## src/rtl/core/jbed_pkg.sv

```systemverilog
// Shared types and constants for the block entropy decoder.
// No dependencies.
package jbed_pkg;
	localparam int MAX_SYMBOLS     = 256;
	localparam int MAX_CODE_LENGTH = 16;
	localparam int BLOCK_COEFFS    = 64;
	localparam int QUEUE_DEPTH     = 4;
	localparam logic [7:0] SYM_EOB = 8'h00;
	localparam logic [7:0] SYM_ZRL = 8'hF0;

	typedef enum logic [1:0] {
		REQ_BIT     = 2'd0,
		REQ_COUNT   = 2'd1,
		REQ_SYMBOL  = 2'd2,
		REQ_RESTART = 2'd3
	} req_t;

	typedef enum logic [1:0] {
		PH_DC_CODE = 2'd0,
		PH_DC_MAG  = 2'd1,
		PH_AC_CODE = 2'd2,
		PH_AC_MAG  = 2'd3
	} phase_t;

	typedef enum logic {
		FS_RUN    = 1'b0,
		FS_LOOKUP = 1'b1
	} fstate_t;

	// one queued command: a zero run starting at idx, then an optional value
	typedef struct packed {
		logic [5:0]  idx;
		logic [6:0]  zeros;
		logic        has_val;
		logic [15:0] val;
		logic        bad;
	} cmd_t;
endpackage

```

## src/rtl/core/jbed_ram.sv

```systemverilog
// Generic single-write, single-read RAM with registered read data.
// No dependencies.
module jbed_ram #(
	parameter int WIDTH = 8,
	parameter int DEPTH = 512
) (
	input  logic                     clk,
	input  logic                     we,
	input  logic [$clog2(DEPTH)-1:0] waddr,
	input  logic [WIDTH-1:0]         wdata,
	input  logic                     re,
	input  logic [$clog2(DEPTH)-1:0] raddr,
	output logic [WIDTH-1:0]         rdata
);
	logic [WIDTH-1:0] mem [DEPTH];

	always_ff @(posedge clk) begin
		if (we) begin
			mem[waddr] <= wdata;
		end
		if (re) begin
			rdata <= mem[raddr];
		end
	end
endmodule

```

## src/rtl/core/jbed_queue.sv

```systemverilog
// Short command queue between decode front and coefficient back end.
// Depends on jbed_pkg.
module jbed_queue (
	input  logic          clk,
	input  logic          arst_n,
	input  logic          push,
	input  jbed_pkg::cmd_t push_cmd,
	input  logic          pop,
	output logic          full,
	output logic          avail,
	output jbed_pkg::cmd_t head
);
	import jbed_pkg::*;

	localparam int PW = $clog2(QUEUE_DEPTH);

	cmd_t           slot_q [QUEUE_DEPTH];
	logic [PW-1:0]  wptr_q;
	logic [PW-1:0]  rptr_q;
	logic [PW:0]    cnt_q;

	assign full  = (cnt_q == (PW+1)'(QUEUE_DEPTH));
	assign avail = (cnt_q != '0);
	assign head  = slot_q[rptr_q];

	always_ff @(posedge clk) begin
		if (push && !full) begin
			slot_q[wptr_q] <= push_cmd;
		end
	end

	always_ff @(posedge clk or negedge arst_n) begin
		if (!arst_n) begin
			wptr_q <= '0;
			rptr_q <= '0;
			cnt_q  <= '0;
		end else begin
			if (push && !full) begin
				wptr_q <= wptr_q + 1'b1;
			end
			if (pop && avail) begin
				rptr_q <= rptr_q + 1'b1;
			end
			cnt_q <= cnt_q + (PW+1)'(push && !full) - (PW+1)'(pop && avail);
		end
	end
endmodule

```

## src/rtl/core/jbed_front.sv

```systemverilog
// Decode front: takes words, loads tables, walks canonical Huffman codes
// and magnitude bits, and issues coefficient commands. Depends on jbed_pkg, jbed_ram.
module jbed_front (
	input  logic           clk,
	input  logic           arst_n,
	input  logic           in_valid,
	output logic           in_ready,
	input  logic [1:0]     req_type,
	input  logic           table_sel,
	input  logic [7:0]     entry_index,
	input  logic [7:0]     entry_value,
	input  logic           data_bit,
	input  logic           q_full,
	output logic           push,
	output jbed_pkg::cmd_t push_cmd
);
	import jbed_pkg::*;

	fstate_t      fst_q, fst_d;
	phase_t       phase_q, phase_d;
	logic [15:0]  pred_q, pred_d;
	logic [6:0]   pos_q, pos_d;
	logic [15:0]  acc_q, acc_d;
	logic [4:0]   len_q, len_d;
	logic [16:0]  first_q, first_d;
	logic [8:0]   base_q, base_d;
	logic [15:0]  mbits_q, mbits_d;
	logic [3:0]   mleft_q, mleft_d;
	logic [3:0]   msize_q, msize_d;
	logic [7:0]   counts_q [2][MAX_CODE_LENGTH];

	logic         acc_word;
	logic         tsel;
	logic [15:0]  acc_n;
	logic [7:0]   cnt;
	logic [17:0]  off;
	logic [9:0]   pos_sym;
	logic [18:0]  first_n;
	logic [9:0]   base_n;
	logic [15:0]  mb_n;
	logic [15:0]  kval;
	logic         ram_re;
	logic [8:0]   ram_raddr;
	logic [7:0]   sym;
	logic [4:0]   run;
	logic [3:0]   mag;
	logic [6:0]   rem;
	logic [6:0]   zrun;

	jbed_ram #(.WIDTH(8), .DEPTH(2 * MAX_SYMBOLS)) u_sym_ram (
		.clk   (clk),
		.we    (acc_word && req_t'(req_type) == REQ_SYMBOL),
		.waddr ({table_sel, entry_index}),
		.wdata (entry_value),
		.re    (ram_re),
		.raddr (ram_raddr),
		.rdata (sym)
	);

	assign in_ready = (fst_q == FS_RUN) && !q_full;
	assign acc_word = in_valid && in_ready;
	assign tsel     = (phase_q != PH_DC_CODE);
	assign acc_n    = {acc_q[14:0], data_bit};
	assign cnt      = counts_q[tsel][len_q[3:0]];
	assign off      = {2'b0, acc_n} - {1'b0, first_q};
	assign pos_sym  = {1'b0, base_q} + {2'b0, off[7:0]};
	assign first_n  = {({1'b0, first_q} + {10'b0, cnt}), 1'b0};
	assign base_n   = {1'b0, base_q} + {2'b0, cnt};
	assign mb_n     = {mbits_q[14:0], data_bit};
	assign ram_raddr = {tsel, pos_sym[7:0]};

	always_comb begin
		if (mb_n[msize_q - 4'd1]) begin
			kval = mb_n;
		end else begin
			kval = mb_n - (16'd1 << msize_q) + 16'd1;
		end
	end

	always_comb begin
		run  = (sym == SYM_ZRL) ? 5'd16 : {1'b0, sym[7:4]};
		mag  = (sym == SYM_ZRL) ? 4'd0 : sym[3:0];
		rem  = 7'(BLOCK_COEFFS) - pos_q;
		zrun = ({2'b0, run} < rem) ? {2'b0, run} : rem;
	end

	always_comb begin
		fst_d    = fst_q;
		phase_d  = phase_q;
		pred_d   = pred_q;
		pos_d    = pos_q;
		acc_d    = acc_q;
		len_d    = len_q;
		first_d  = first_q;
		base_d   = base_q;
		mbits_d  = mbits_q;
		mleft_d  = mleft_q;
		msize_d  = msize_q;
		push     = 1'b0;
		push_cmd = '{idx: pos_q[5:0], zeros: 7'd0, has_val: 1'b1, val: 16'd0, bad: 1'b0};
		ram_re   = 1'b0;
		unique case (fst_q)
			FS_RUN: begin
				if (acc_word && req_t'(req_type) == REQ_RESTART) begin
					pred_d  = '0;
					pos_d   = '0;
					phase_d = PH_DC_CODE;
					acc_d   = '0;
					len_d   = '0;
					first_d = '0;
					base_d  = '0;
					mbits_d = '0;
					mleft_d = '0;
					msize_d = '0;
				end else if (acc_word && req_t'(req_type) == REQ_BIT) begin
					if (phase_q == PH_DC_MAG || phase_q == PH_AC_MAG) begin
						mbits_d = mb_n;
						mleft_d = mleft_q - 4'd1;
						if (mleft_q == 4'd1) begin
							push    = 1'b1;
							pos_d   = pos_q + 7'd1;
							phase_d = PH_AC_CODE;
							acc_d   = '0;
							len_d   = '0;
							first_d = '0;
							base_d  = '0;
							if (phase_q == PH_DC_MAG) begin
								pred_d       = pred_q + kval;
								push_cmd.val = pred_q + kval;
							end else begin
								push_cmd.val = kval;
								if (pos_q == 7'(BLOCK_COEFFS - 1)) begin
									pos_d   = '0;
									phase_d = PH_DC_CODE;
									mbits_d = '0;
									mleft_d = '0;
									msize_d = '0;
								end
							end
						end
					end else begin
						acc_d = acc_n;
						len_d = len_q + 5'd1;
						if (!off[17] && off[16:0] < {9'd0, cnt}) begin
							if (pos_sym >= 10'(MAX_SYMBOLS)) begin
								push         = 1'b1;
								push_cmd.bad = 1'b1;
								pos_d   = '0;
								phase_d = PH_DC_CODE;
								acc_d   = '0;
								len_d   = '0;
								first_d = '0;
								base_d  = '0;
								mbits_d = '0;
								mleft_d = '0;
								msize_d = '0;
							end else begin
								ram_re = 1'b1;
								fst_d  = FS_LOOKUP;
							end
						end else if (len_q + 5'd1 >= 5'(MAX_CODE_LENGTH)) begin
							push         = 1'b1;
							push_cmd.bad = 1'b1;
							pos_d   = '0;
							phase_d = PH_DC_CODE;
							acc_d   = '0;
							len_d   = '0;
							first_d = '0;
							base_d  = '0;
							mbits_d = '0;
							mleft_d = '0;
							msize_d = '0;
						end else begin
							first_d = (first_n > 19'h1FFFF) ? 17'h1FFFF : first_n[16:0];
							base_d  = (base_n > 10'd511) ? 9'd511 : base_n[8:0];
						end
					end
				end
			end
			FS_LOOKUP: begin
				if (!q_full) begin
					fst_d   = FS_RUN;
					acc_d   = '0;
					len_d   = '0;
					first_d = '0;
					base_d  = '0;
					if (phase_q == PH_DC_CODE) begin
						if (sym[3:0] == 4'd0) begin
							push         = 1'b1;
							push_cmd.val = pred_q;
							pos_d        = pos_q + 7'd1;
							phase_d      = PH_AC_CODE;
						end else begin
							msize_d = sym[3:0];
							mleft_d = sym[3:0];
							mbits_d = '0;
							phase_d = PH_DC_MAG;
						end
					end else if (sym == SYM_EOB) begin
						push             = 1'b1;
						push_cmd.zeros   = rem;
						push_cmd.has_val = 1'b0;
						pos_d   = '0;
						phase_d = PH_DC_CODE;
						mbits_d = '0;
						mleft_d = '0;
						msize_d = '0;
					end else begin
						push             = (zrun != 7'd0);
						push_cmd.zeros   = zrun;
						push_cmd.has_val = 1'b0;
						pos_d            = pos_q + zrun;
						if (zrun == rem) begin
							pos_d   = '0;
							phase_d = PH_DC_CODE;
							mbits_d = '0;
							mleft_d = '0;
							msize_d = '0;
						end else if (mag != 4'd0) begin
							msize_d = mag;
							mleft_d = mag;
							mbits_d = '0;
							phase_d = PH_AC_MAG;
						end
					end
				end
			end
			default: fst_d = FS_RUN;
		endcase
	end

	always_ff @(posedge clk) begin
		if (acc_word && req_t'(req_type) == REQ_COUNT && entry_index < 8'(MAX_CODE_LENGTH)) begin
			counts_q[table_sel][entry_index[3:0]] <= entry_value;
		end
	end

	always_ff @(posedge clk or negedge arst_n) begin
		if (!arst_n) begin
			fst_q   <= FS_RUN;
			phase_q <= PH_DC_CODE;
			pred_q  <= '0;
			pos_q   <= '0;
			acc_q   <= '0;
			len_q   <= '0;
			first_q <= '0;
			base_q  <= '0;
			mbits_q <= '0;
			mleft_q <= '0;
			msize_q <= '0;
		end else begin
			fst_q   <= fst_d;
			phase_q <= phase_d;
			pred_q  <= pred_d;
			pos_q   <= pos_d;
			acc_q   <= acc_d;
			len_q   <= len_d;
			first_q <= first_d;
			base_q  <= base_d;
			mbits_q <= mbits_d;
			mleft_q <= mleft_d;
			msize_q <= msize_d;
		end
	end
endmodule

```

## src/rtl/core/jbed_back.sv

```systemverilog
// Coefficient back end: expands queued commands into result words
// through an output register. Depends on jbed_pkg.
module jbed_back (
	input  logic           clk,
	input  logic           arst_n,
	input  logic           q_avail,
	input  jbed_pkg::cmd_t q_head,
	output logic           q_pop,
	output logic           out_valid,
	input  logic           out_ready,
	output logic [5:0]     coef_index,
	output logic signed [15:0] coef_value,
	output logic           last_in_block,
	output logic           bad_code
);
	import jbed_pkg::*;

	cmd_t cur_q;
	logic busy_q;
	logic ovalid_q;
	logic adv;

	assign out_valid = ovalid_q;
	assign adv       = !ovalid_q || out_ready;
	assign q_pop     = !busy_q && q_avail;

	always_ff @(posedge clk) begin
		if (q_pop) begin
			cur_q <= q_head;
		end else if (busy_q && adv) begin
			if (cur_q.zeros != 7'd0) begin
				cur_q.zeros <= cur_q.zeros - 7'd1;
				cur_q.idx   <= cur_q.idx + 6'd1;
				coef_index    <= cur_q.idx;
				coef_value    <= '0;
				last_in_block <= (cur_q.idx == 6'(BLOCK_COEFFS - 1));
				bad_code      <= 1'b0;
			end else begin
				coef_index    <= cur_q.idx;
				coef_value    <= cur_q.val;
				last_in_block <= (cur_q.idx == 6'(BLOCK_COEFFS - 1)) || cur_q.bad;
				bad_code      <= cur_q.bad;
			end
		end
	end

	always_ff @(posedge clk or negedge arst_n) begin
		if (!arst_n) begin
			busy_q   <= 1'b0;
			ovalid_q <= 1'b0;
		end else if (q_pop) begin
			busy_q <= 1'b1;
			if (out_ready) begin
				ovalid_q <= 1'b0;
			end
		end else if (adv) begin
			if (busy_q) begin
				ovalid_q <= 1'b1;
				if (cur_q.zeros == 7'd0 || (cur_q.zeros == 7'd1 && !cur_q.has_val)) begin
					busy_q <= 1'b0;
				end
			end else begin
				ovalid_q <= 1'b0;
			end
		end
	end
endmodule

```

## src/rtl/core/jpeg_block_entropy_decoder_top.sv

```systemverilog
// Baseline JPEG block entropy decoder: one stream bit per cycle in when not stalled, zigzag coefficients out.
// Table loads and stream bits are taken at one word per cycle, except that intake pauses
// after each matched Huffman code while the symbol memory is read. Zero runs are
// emitted one coefficient per cycle while the receiver is ready, from a four-entry command
// queue, and they hold up intake only when that queue is full.
// Depends on jbed_pkg, jbed_front, jbed_queue, jbed_back.
module jpeg_block_entropy_decoder_top (
	input  logic              clk,
	input  logic              arst_n,
	input  logic              in_valid,
	output logic              in_ready,
	input  logic [1:0]        req_type,
	input  logic              table_sel,
	input  logic [7:0]        entry_index,
	input  logic [7:0]        entry_value,
	input  logic              data_bit,
	output logic              out_valid,
	input  logic              out_ready,
	output logic [5:0]        coef_index,
	output logic signed [15:0] coef_value,
	output logic              last_in_block,
	output logic              bad_code
);
	import jbed_pkg::*;

	logic q_full;
	logic q_avail;
	logic q_push;
	logic q_pop;
	cmd_t push_cmd;
	cmd_t q_head;

	jbed_front u_front (
		.clk         (clk),
		.arst_n      (arst_n),
		.in_valid    (in_valid),
		.in_ready    (in_ready),
		.req_type    (req_type),
		.table_sel   (table_sel),
		.entry_index (entry_index),
		.entry_value (entry_value),
		.data_bit    (data_bit),
		.q_full      (q_full),
		.push        (q_push),
		.push_cmd    (push_cmd)
	);

	jbed_queue u_queue (
		.clk      (clk),
		.arst_n   (arst_n),
		.push     (q_push),
		.push_cmd (push_cmd),
		.pop      (q_pop),
		.full     (q_full),
		.avail    (q_avail),
		.head     (q_head)
	);

	jbed_back u_back (
		.clk           (clk),
		.arst_n        (arst_n),
		.q_avail       (q_avail),
		.q_head        (q_head),
		.q_pop         (q_pop),
		.out_valid     (out_valid),
		.out_ready     (out_ready),
		.coef_index    (coef_index),
		.coef_value    (coef_value),
		.last_in_block (last_in_block),
		.bad_code      (bad_code)
	);
endmodule

```

## config.mk

```make
export PLATFORM = sky130hd
export DESIGN_NAME = jpeg_block_entropy_decoder_top
export DESIGN_NICKNAME = d
export VERILOG_FILES = /design/src/rtl/core/jbed_pkg.sv /design/src/rtl/core/jbed_ram.sv /design/src/rtl/core/jbed_queue.sv /design/src/rtl/core/jbed_front.sv /design/src/rtl/core/jbed_back.sv /design/src/rtl/core/jpeg_block_entropy_decoder_top.sv
export SDC_FILE = /design/constraint.sdc
export NUM_CORES = 2
export LEC_CHECK = 0
export ABC_CLOCK_PERIOD_IN_PS = 10500
export BUFFER_PORTS_ARGS = -buffer_cell sky130_fd_sc_hd__buf_2
export CAP_MARGIN = 20
export CORE_MARGIN = 3
export CORE_UTILIZATION = 50
export CTS_CLUSTER_SIZE = 10
export DETAILED_ROUTE_END_ITERATION = 7
export HOLD_SLACK_MARGIN = 0.15
export PLACE_DENSITY_LB_ADDON = 0.25
export SETUP_SLACK_MARGIN = 0.2
export SLEW_MARGIN = 20
export SYNTH_ARGS = -nofsm -noshare
export SYNTH_HDL_FRONTEND = slang
export SYNTH_MEMORY_MAX_BITS = 65536
export SYNTH_SLANG_ARGS = --single-unit
```

## constraint.sdc

```tcl
create_clock -name clk -period 10.5 [get_ports clk]
set_input_delay 0.525 -clock clk [delete_from_list [all_inputs] [get_ports clk]]
set_output_delay 0.525 -clock clk [all_outputs]
set_load 0.01 [all_outputs]
```

**Yosys cells after proc, flatten, opt, wreduce, memory -nomap -nowiden**

Memory sizes are Yosys's and may differ from the RTL's. A register that Yosys moved wholly into a read port is not among the register bits.
Cells that the tools add are included.

- Bitwise operators: 4
- Muxes and demuxes: 176
- Shift-type cells: 1
- Magnitude comparators: 11
- Equality and inequality tests: 23
- Reductions and logical operators: 50
- $add $sub $neg: 19

Operators with widths:

| kind | count |
|---|---|
| 15-bit two-way mux | 23 |
| 17-bit two-way mux | 11 |
| 16-bit two-way mux | 11 |
| 128-bit two-way mux | 1 |
| 7-bit two-way mux | 15 |
| 4-bit two-way mux | 22 |
| 9-bit two-way mux | 9 |
| 15-bit one-hot mux with 2 select lines | 2 |
| 8-bit two-way mux | 6 |
| 5-bit two-way mux | 9 |
| 13-bit two-way mux | 3 |
| 1-bit two-way mux | 35 |
| 17-bit one-hot mux with 2 select lines | 1 |
| 8-bit binary-select mux with 4-bit select | 1 |
| 8-bit demux with 4-bit select | 1 |
| 16-bit one-hot mux with 2 select lines | 1 |
| 2-bit two-way mux | 15 |
| 24-bit two-way mux | 1 |
| 9-bit by 8-bit adder with 10-bit output | 2 |
| 19-bit by 17-bit > comparator with 1-bit output, second input constant | 1 |
| 17-bit by 8-bit adder with 18-bit output | 1 |
| 9-bit one-hot mux with 2 select lines | 1 |
| 6-bit AND reduction | 3 |
| 16-bit by 17-bit subtractor with 18-bit output | 1 |
| other kinds (59) | 108 |

- Logic and storage cells: 312
- Flip-flop bits (word level): 159
- Bits in writable memories: 4476
- Memories kept: 3
- Output and inout port bits: 26
- Input port bits: 24

Memories:

| memory | depth | width | rd ports | clocked after memory_dff | wr ports | RTL line | text |
|---|---|---|---|---|---|---|---|
| u_front.u_sym_ram.mem | 512 | 8 | 1 | 1 | 1 | jbed_ram.sv:15 | `logic [WIDTH-1:0] mem [DEPTH];` |
| u_front.counts_q | 2 | 128 | 1 | 0 | 1 | jbed_front.sv:30 | `logic [7:0] counts_q [2][MAX_CODE_LENGTH];` |
| u_queue.slot_q | 4 | 31 | 1 | 0 | 1 | jbed_queue.sv:17 | `cmd_t slot_q [QUEUE_DEPTH];` |

**Logic depth before layout (Yosys ltp)**

An unclocked memory read counts as a cell.

- Depth after elaboration: 15
- Mapped depth: 28
- Gate-level depth less buffers: 24

**Modules after synthesis**

A second synthesis with hierarchy kept.

- Cell total of the unflattened synthesis: 9884
- Area, all modules: 186413.8 µm²

By module, submodules not included:

| module | area an instance (µm²) | instances | cells an instance | sequential area each (µm²) |
|---|---|---|---|---|
| jbed_ram | 160007.2 | 1 | 8030 | 123238.2 |
| jbed_front | 19162.1 | 1 | 1508 | 10064.7 |
| jbed_queue | 4987.3 | 1 | 202 | 3898.7 |
| jbed_back | 2257.2 | 1 | 144 | 1701.6 |

**Least setup slack after synthesis**

OpenSTA, ideal clock, no wires.

- Kind: register to register
- Start point: register u_front.phase_q[0]
- End point: memory u_queue.slot_q[0][0] in the netlist's numbering, enable pin
- Clock period less this slack: 6.867 ns
- Arrival time: 6.444 ns
- Buffers on the path: 6
- Data required time: 10.077 ns
- Cell stages (with the launch flop): 24
- Library setup time: 0.423 ns
- Slack: 3.633 ns
- Cells stage by stage: dfrtp_1 -> or2_2 -> buf_6 -> buf_4 -> buf_2 -> buf_1 -> clkbuf_1 -> buf_1 -> nand2_1 -> a31oi_1 -> o211ai_1 -> o32ai_1 -> inv_1 -> ha_1 -> a21o_1 -> a222oi_1 -> o2111ai_1 -> nor4b_1 -> o211ai_1 -> a2111oi_4 -> nand2_1 -> mux2i_1 -> a21oi_1 -> nor2b_1

- Cells in the longest elaborated chain, start to end: 15
- Elaborated cells on any way between the ends: 21
- Classes of those cells: 1 x order compare; 2 x eq/ne; 12 x mux; 5 x reduce/logical; 1 x memory

Ends and longest elaborated chain:

| element | RTL line | text |
|---|---|---|
| from (decl) | jbed_front.sv:20 | `phase_t phase_q, phase_d;` |
| from (signal assigned) | jbed_front.sv:253 | `phase_q <= phase_d;` |
| 2-bit nonzero test | jbed_front.sv:62 | `assign tsel = (phase_q != PH_DC_CODE);` |
| memory 2 x 128 bit | n/a |  |
| 8-bit binary-select mux with 4-bit select | jbed_front.sv:64 | `assign cnt = counts_q[tsel][len_q[3:0]];` |
| 8-bit two-way mux (implied by the code) (2 in a row) | jbed_front.sv:64 |  |
| 17-bit by 8-bit less-than comparator with 1-bit output | jbed_front.sv:144 | `if (!off[17] && off[16:0] < {9'd0, cnt}) begin` |
| 1-bit logical AND | jbed_front.sv:144 |  |
| 1-bit two-way mux | jbed_front.sv:144 |  |
| 1-bit two-way mux | jbed_front.sv:116 | `if (phase_q == PH_DC_MAG \|\| phase_q == PH_AC_MAG) begin` |
| 1-bit two-way mux | jbed_front.sv:115 | `end else if (acc_word && req_t'(req_type) == REQ_BIT) begin` |
| 1-bit two-way mux | jbed_front.sv:104 | `if (acc_word && req_t'(req_type) == REQ_RESTART) begin` |
| 1-bit one-hot mux with 2 select lines (*) | jbed_front.sv:102 | `unique case (fst_q)` |
| 1-bit logical AND (*) | jbed_queue.sv:27 | `if (push && !full) begin` |
| 1-bit two-way mux (*) | jbed_queue.sv:27 |  |
| 1-bit two-way mux (implied by the code) (*) | jbed_queue.sv:28 | `slot_q[wptr_q] <= push_cmd;` |
| to (decl) | jbed_queue.sv:17 |  |

Mark *: on every way between the ends. The rest lies on a longest branch, timed or not. The select of a mux whose other input is x is not followed.

**Worst setup path after layout**

- Start point: register u_front.phase_q[0]
- End point: register u_queue.cnt_q[1]

- Cells in the longest elaborated chain, start to end: 15
- Elaborated cells on any way between the ends: 21
- Classes of those cells: 2 x add/sub; 1 x order compare; 2 x eq/ne; 10 x mux; 5 x reduce/logical; 1 x memory

Ends and longest elaborated chain:

| element | RTL line | text |
|---|---|---|
| 2-bit nonzero test | jbed_front.sv:62 |  |
| memory 2 x 128 bit | n/a |  |
| 8-bit binary-select mux with 4-bit select | jbed_front.sv:64 |  |
| 8-bit two-way mux (implied by the code) (2 in a row) | jbed_front.sv:64 |  |
| 17-bit by 8-bit less-than comparator with 1-bit output | jbed_front.sv:144 |  |
| 1-bit logical AND | jbed_front.sv:144 |  |
| 1-bit two-way mux | jbed_front.sv:144 |  |
| 1-bit two-way mux | jbed_front.sv:116 |  |
| 1-bit two-way mux | jbed_front.sv:115 |  |
| 1-bit two-way mux | jbed_front.sv:104 |  |
| 1-bit one-hot mux with 2 select lines (*) | jbed_front.sv:102 |  |
| 1-bit logical AND (*) | jbed_queue.sv:44 | `cnt_q <= cnt_q + (PW+1)'(push && !full) - (PW+1)'(pop && avail);` |
| 3-bit by 1-bit adder with 3-bit output (*) | jbed_queue.sv:44 |  |
| 3-bit by 1-bit subtractor with 3-bit output (*) | jbed_queue.sv:44 |  |
| to (signal assigned) | jbed_queue.sv:44 |  |
| to (decl) | jbed_queue.sv:20 | `logic [PW:0] cnt_q;` |

Marks and branches as above.
A chain may end at the register's enable or synchronous reset.

==> flow_summary.json <==
{
  "cpMostUsedCell": "inv_1",
  "start_kind": "flip-flop",
  "status": "finished, final reports clean",
  "synth_cells": 8662,
  "worstHoldPathType": "in -> reg",
  "ff2ff_path_depth": 22,
  "yosys_most_used_dff": "edfxtp_1",
  "clockBufferDepth": 4,
  "via_per_inst": 6.384,
  "ys_seq_area_share_pct": 75.24,
  "gp_congestion": 0.8383,
  "final.setup.tns_ns": 0,
  "die_h_um": 613.7,
  "holdCritStartpoint": "in_valid",
  "cts_buffers": 541,
  "antenna_found_initial": 15,
  "syn2layout_area_growth_pct": 11.40,
  "synth_fa_ha_area_share_pct": 0.9068,
  "cp_cell_sequence": "or2_4 -> buf_4 -> mux4_2 -> nor2b_1 -> a211oi_1 -> o41ai_1 -> buf_4 -> inv_1 -> ha_1 -> a222oi_1 -> o2111ai_1 -> nor4b_1 -> o211ai_1 -> a2111oi_4 -> nand2_1 -> mux2i_1 -> a21oi_1 -> inv_1 -> ha_1 -> inv_1 -> fa_1 -> inv_1",
  "postRouteAntennaNets": 0,
  "synthMuxAreaShare_pct": 17.63,
  "fill_cells": 26416,
  "tightest_slew_ns": 1.214,
  "slew_violations": 0,
  "cts_setup_buffers": 0,
  "rrSetupSlack_ns": 3.07,
  "grt_max_degree": 190,
  "syn_avg_cell_area_sq_um": 21.31,
  "rr_endpoint": "u_queue.cnt_q[1]",
  "core_sq_um": 366700,
  "clock_sinks": 4643,
  "grt_pass1_wl_um": 639600,
  "grt_pass1_vias": 89744,
  "synthSimpleGateAreaFrac_pct": 2.694,
  "chipWidth_um": 613.7,
  "place_hpwl_um": 253700,
  "path_delay_family": "compound AO/OA/AOI/OAI gates",
  "drt_iter0_markers": 10839,
  "critPathRequiredTime_ns": 11.44,
  "row_count": 222,
  "synth_top_family_by_area": "multiplexers",
  "synth_nets": 8815,
  "synth_cell_types": 79,
  "synth_area_sq_um": 184600,
  "ys_warn_count": 0,
  "io_buffers": 49,
  "clk_pin_slew_ns": 0.05,
  "synth-compound-area-share_pct": 1.908,
  "top_level_ports": 50,
  "avgRoutedWirePerCell_um": 31.47,
  "grt_overflow": 0,
  "slew_headroom_pct": 19.10,
  "hold_buffers": 13,
  "start_util_pct": 50.35,
  "cpMaxStageDelayCell": "or2_4",
  "clock_skew_ns": 0.04359,
  "detailroute.via_count": 88452,
  "drt-total-wl_um": 436100,
  "grt_usage_pct": 23.18,
  "rr_startpoint": "u_front.phase_q[0]",
  "layout_common_cells": "4539 x edfxtp_1, 1364 x mux4_2, 639 x nor2_1",
  "arrival_ns": 8.36,
  "worstPathBufferInverterCount": 6,
  "clock_latency_ns": 1.00,
  "synth_xor_area_share_pct": 0.4032,
  "min_path_cells": 4,
  "hold_violations": 0,
  "worstSetupPathType": "reg -> reg",
  "async_flop_share_pct": 2.240,
  "max_cap_violations": 0,
  "ys_seq_elements": 4643,
  "synth_edf_count": 4539,
  "final_common_cell": "edfxtp_1",
  "rsz0062_at_grt": "false",
  "die-area_sq_um": 376600,
  "post_cts_resize_count": 0,
  "drive_above_1_share_pct": 24.76,
  "nets": 9065,
  "fin_crit_sh_pct": 70.73,
  "cp_max_fo": 53,
  "fmax_mhz": 134.7,
  "dr.pass1.iters": 6,
  "clockRootBuffer": "clkbuf_16",
  "drc": 0,
  "h-tree-depth": 6,
  "period_needed_ns": 7.426,
  "min_to": "u_front.u_sym_ram.rdata[5]",
  "critPathCaptureType": "flip-flop",
  "slowest_delay_ns": 0.77,
  "cts_tree": "built",
  "setup_viol": 0
}
## tightest hold or removal path: stages
cell     delay [ns]
buf_2          0.13
nand2_1        0.08
or3_1          0.17
nor3_4         0.12
## state kept, by name, summed over array words and instances (netlist names), 3 cells and up
signal / count
u_back.cur_q: 31
u_queue.cnt_q: 3
u_queue.slot_q: 124
u_front.first_q: 17
u_back.coef_value: 16
u_front.u_sym_ram.mem: 4096
u_front.mleft_q: 4
u_front.pred_q: 16
u_front.msize_q: 4
u_front.mbits_q: 15
u_front.base_q: 9
u_front.counts_q: 256
u_front.u_sym_ram.rdata: 8
u_back.coef_index: 6
u_front.len_q: 5
u_front.pos_q: 7
u_front.acc_q: 15
## how the worst max path moves through the flow
stage / start / endpoint / slack (ns) / depth (start not counted)
after CTS: u_front.phase_q[0] / u_front.pos_q[4] / 2.91 / 18
after floorplan: u_front.phase_q[0] / u_queue.slot_q[0][0] / 3.63 / 23
after global routing: u_front.phase_q[0] / u_queue.cnt_q[2] / 2.46 / 23
final: u_front.phase_q[0] / u_queue.cnt_q[1] / 3.07 / 22
after detailed placement: u_front.phase_q[0] / u_front.mbits_q[3] / 2.94 / 18
after global placement: u_front.phase_q[0] / u_front.mleft_q[3] / 2.84 / 18
## logic make-up (layout without fill, tap and decap cells)
logic type	Yosys count	after routing
simple gates	1160	1160
mux	1544	1544
fa+ha+maj	129	129
buf+inv	579	946
other cells	1	11
xor+xnor	85	85
flops	4643	4643
compound gates	521	521
## per-layer routing
| metal | global-route usage [%] | vias up | wire (um) |
|---|---|---|---|
| met2 | 37.07 | 3828 | 214600 |
| met3 | 3.477 | 687 | 31280 |
| met1 | 33.36 | 47618 | 177100 |
| met5 | 0.06457 | - | 22 |
| li1 | - | 36315 | - |
| met4 | 7.129 | 4 | 13110 |
## synth_stat cells (40+ instances only)
| cell | number | area, sq um |
|---|---|---|
| buf_1 | 129 | 484.2 |
| nand2_1 | 236 | 885.9 |
| a211oi_1 | 89 | 668.1 |
| a21o_1 | 51 | 382.9 |
| buf_2 | 40 | 200.2 |
| clkbuf_1 | 325 | 1220 |
| mux4_2 | 1364 | 30720 |
| edfxtp_1 | 4539 | 136300 |
| nor2b_1 | 77 | 481.7 |
| nor2_1 | 643 | 2414 |
| dfrtp_1 | 104 | 2603 |
| ha_1 | 121 | 1514 |
| mux2i_1 | 152 | 1521 |
| xnor2_1 | 53 | 464.2 |
| o21ai_0 | 101 | 505.5 |
| inv_1 | 80 | 300.3 |
| nand3_1 | 79 | 395.4 |
| a21oi_1 | 110 | 550.5 |
## stage by stage
step	util [%]	hold WS [ns]	std cells	cell area (sq um)	setup slack (ns)
6_report	56.09	0.2271	13855	205700	3.074
5_1_grt	56.09	0.2313	13847	205600	2.460
4_1_cts	56.07	0.1694	13844	205600	2.915
3_5_place_dp	52.01	0.4731	13171	190700	2.942
3_3_place_gp	52.01	0.4660	13170	190700	2.838
2_1_floorplan	-	0.2294	8662	184600	3.633
## cell type report
class / count / area (sq um) / share of cell area, %
tap: 4816 / 6026 / 2.930
clock inverter: 46 / 603.1 / 0.2932
inverter: 81 / 304.0 / 0.1478
sequential: 4643 / 138900 / 67.54
antenna: 10 / 25.02 / 0.01217
timing repair buffer: 205 / 1894 / 0.9211
multi-input combinational: 3440 / 43760 / 21.28
clock buffer: 614 / 14150 / 6.880
Power is left out: the tool's default activity adds up to more than one toggle a clock period on the data nets, which glitch-free logic cannot reach.
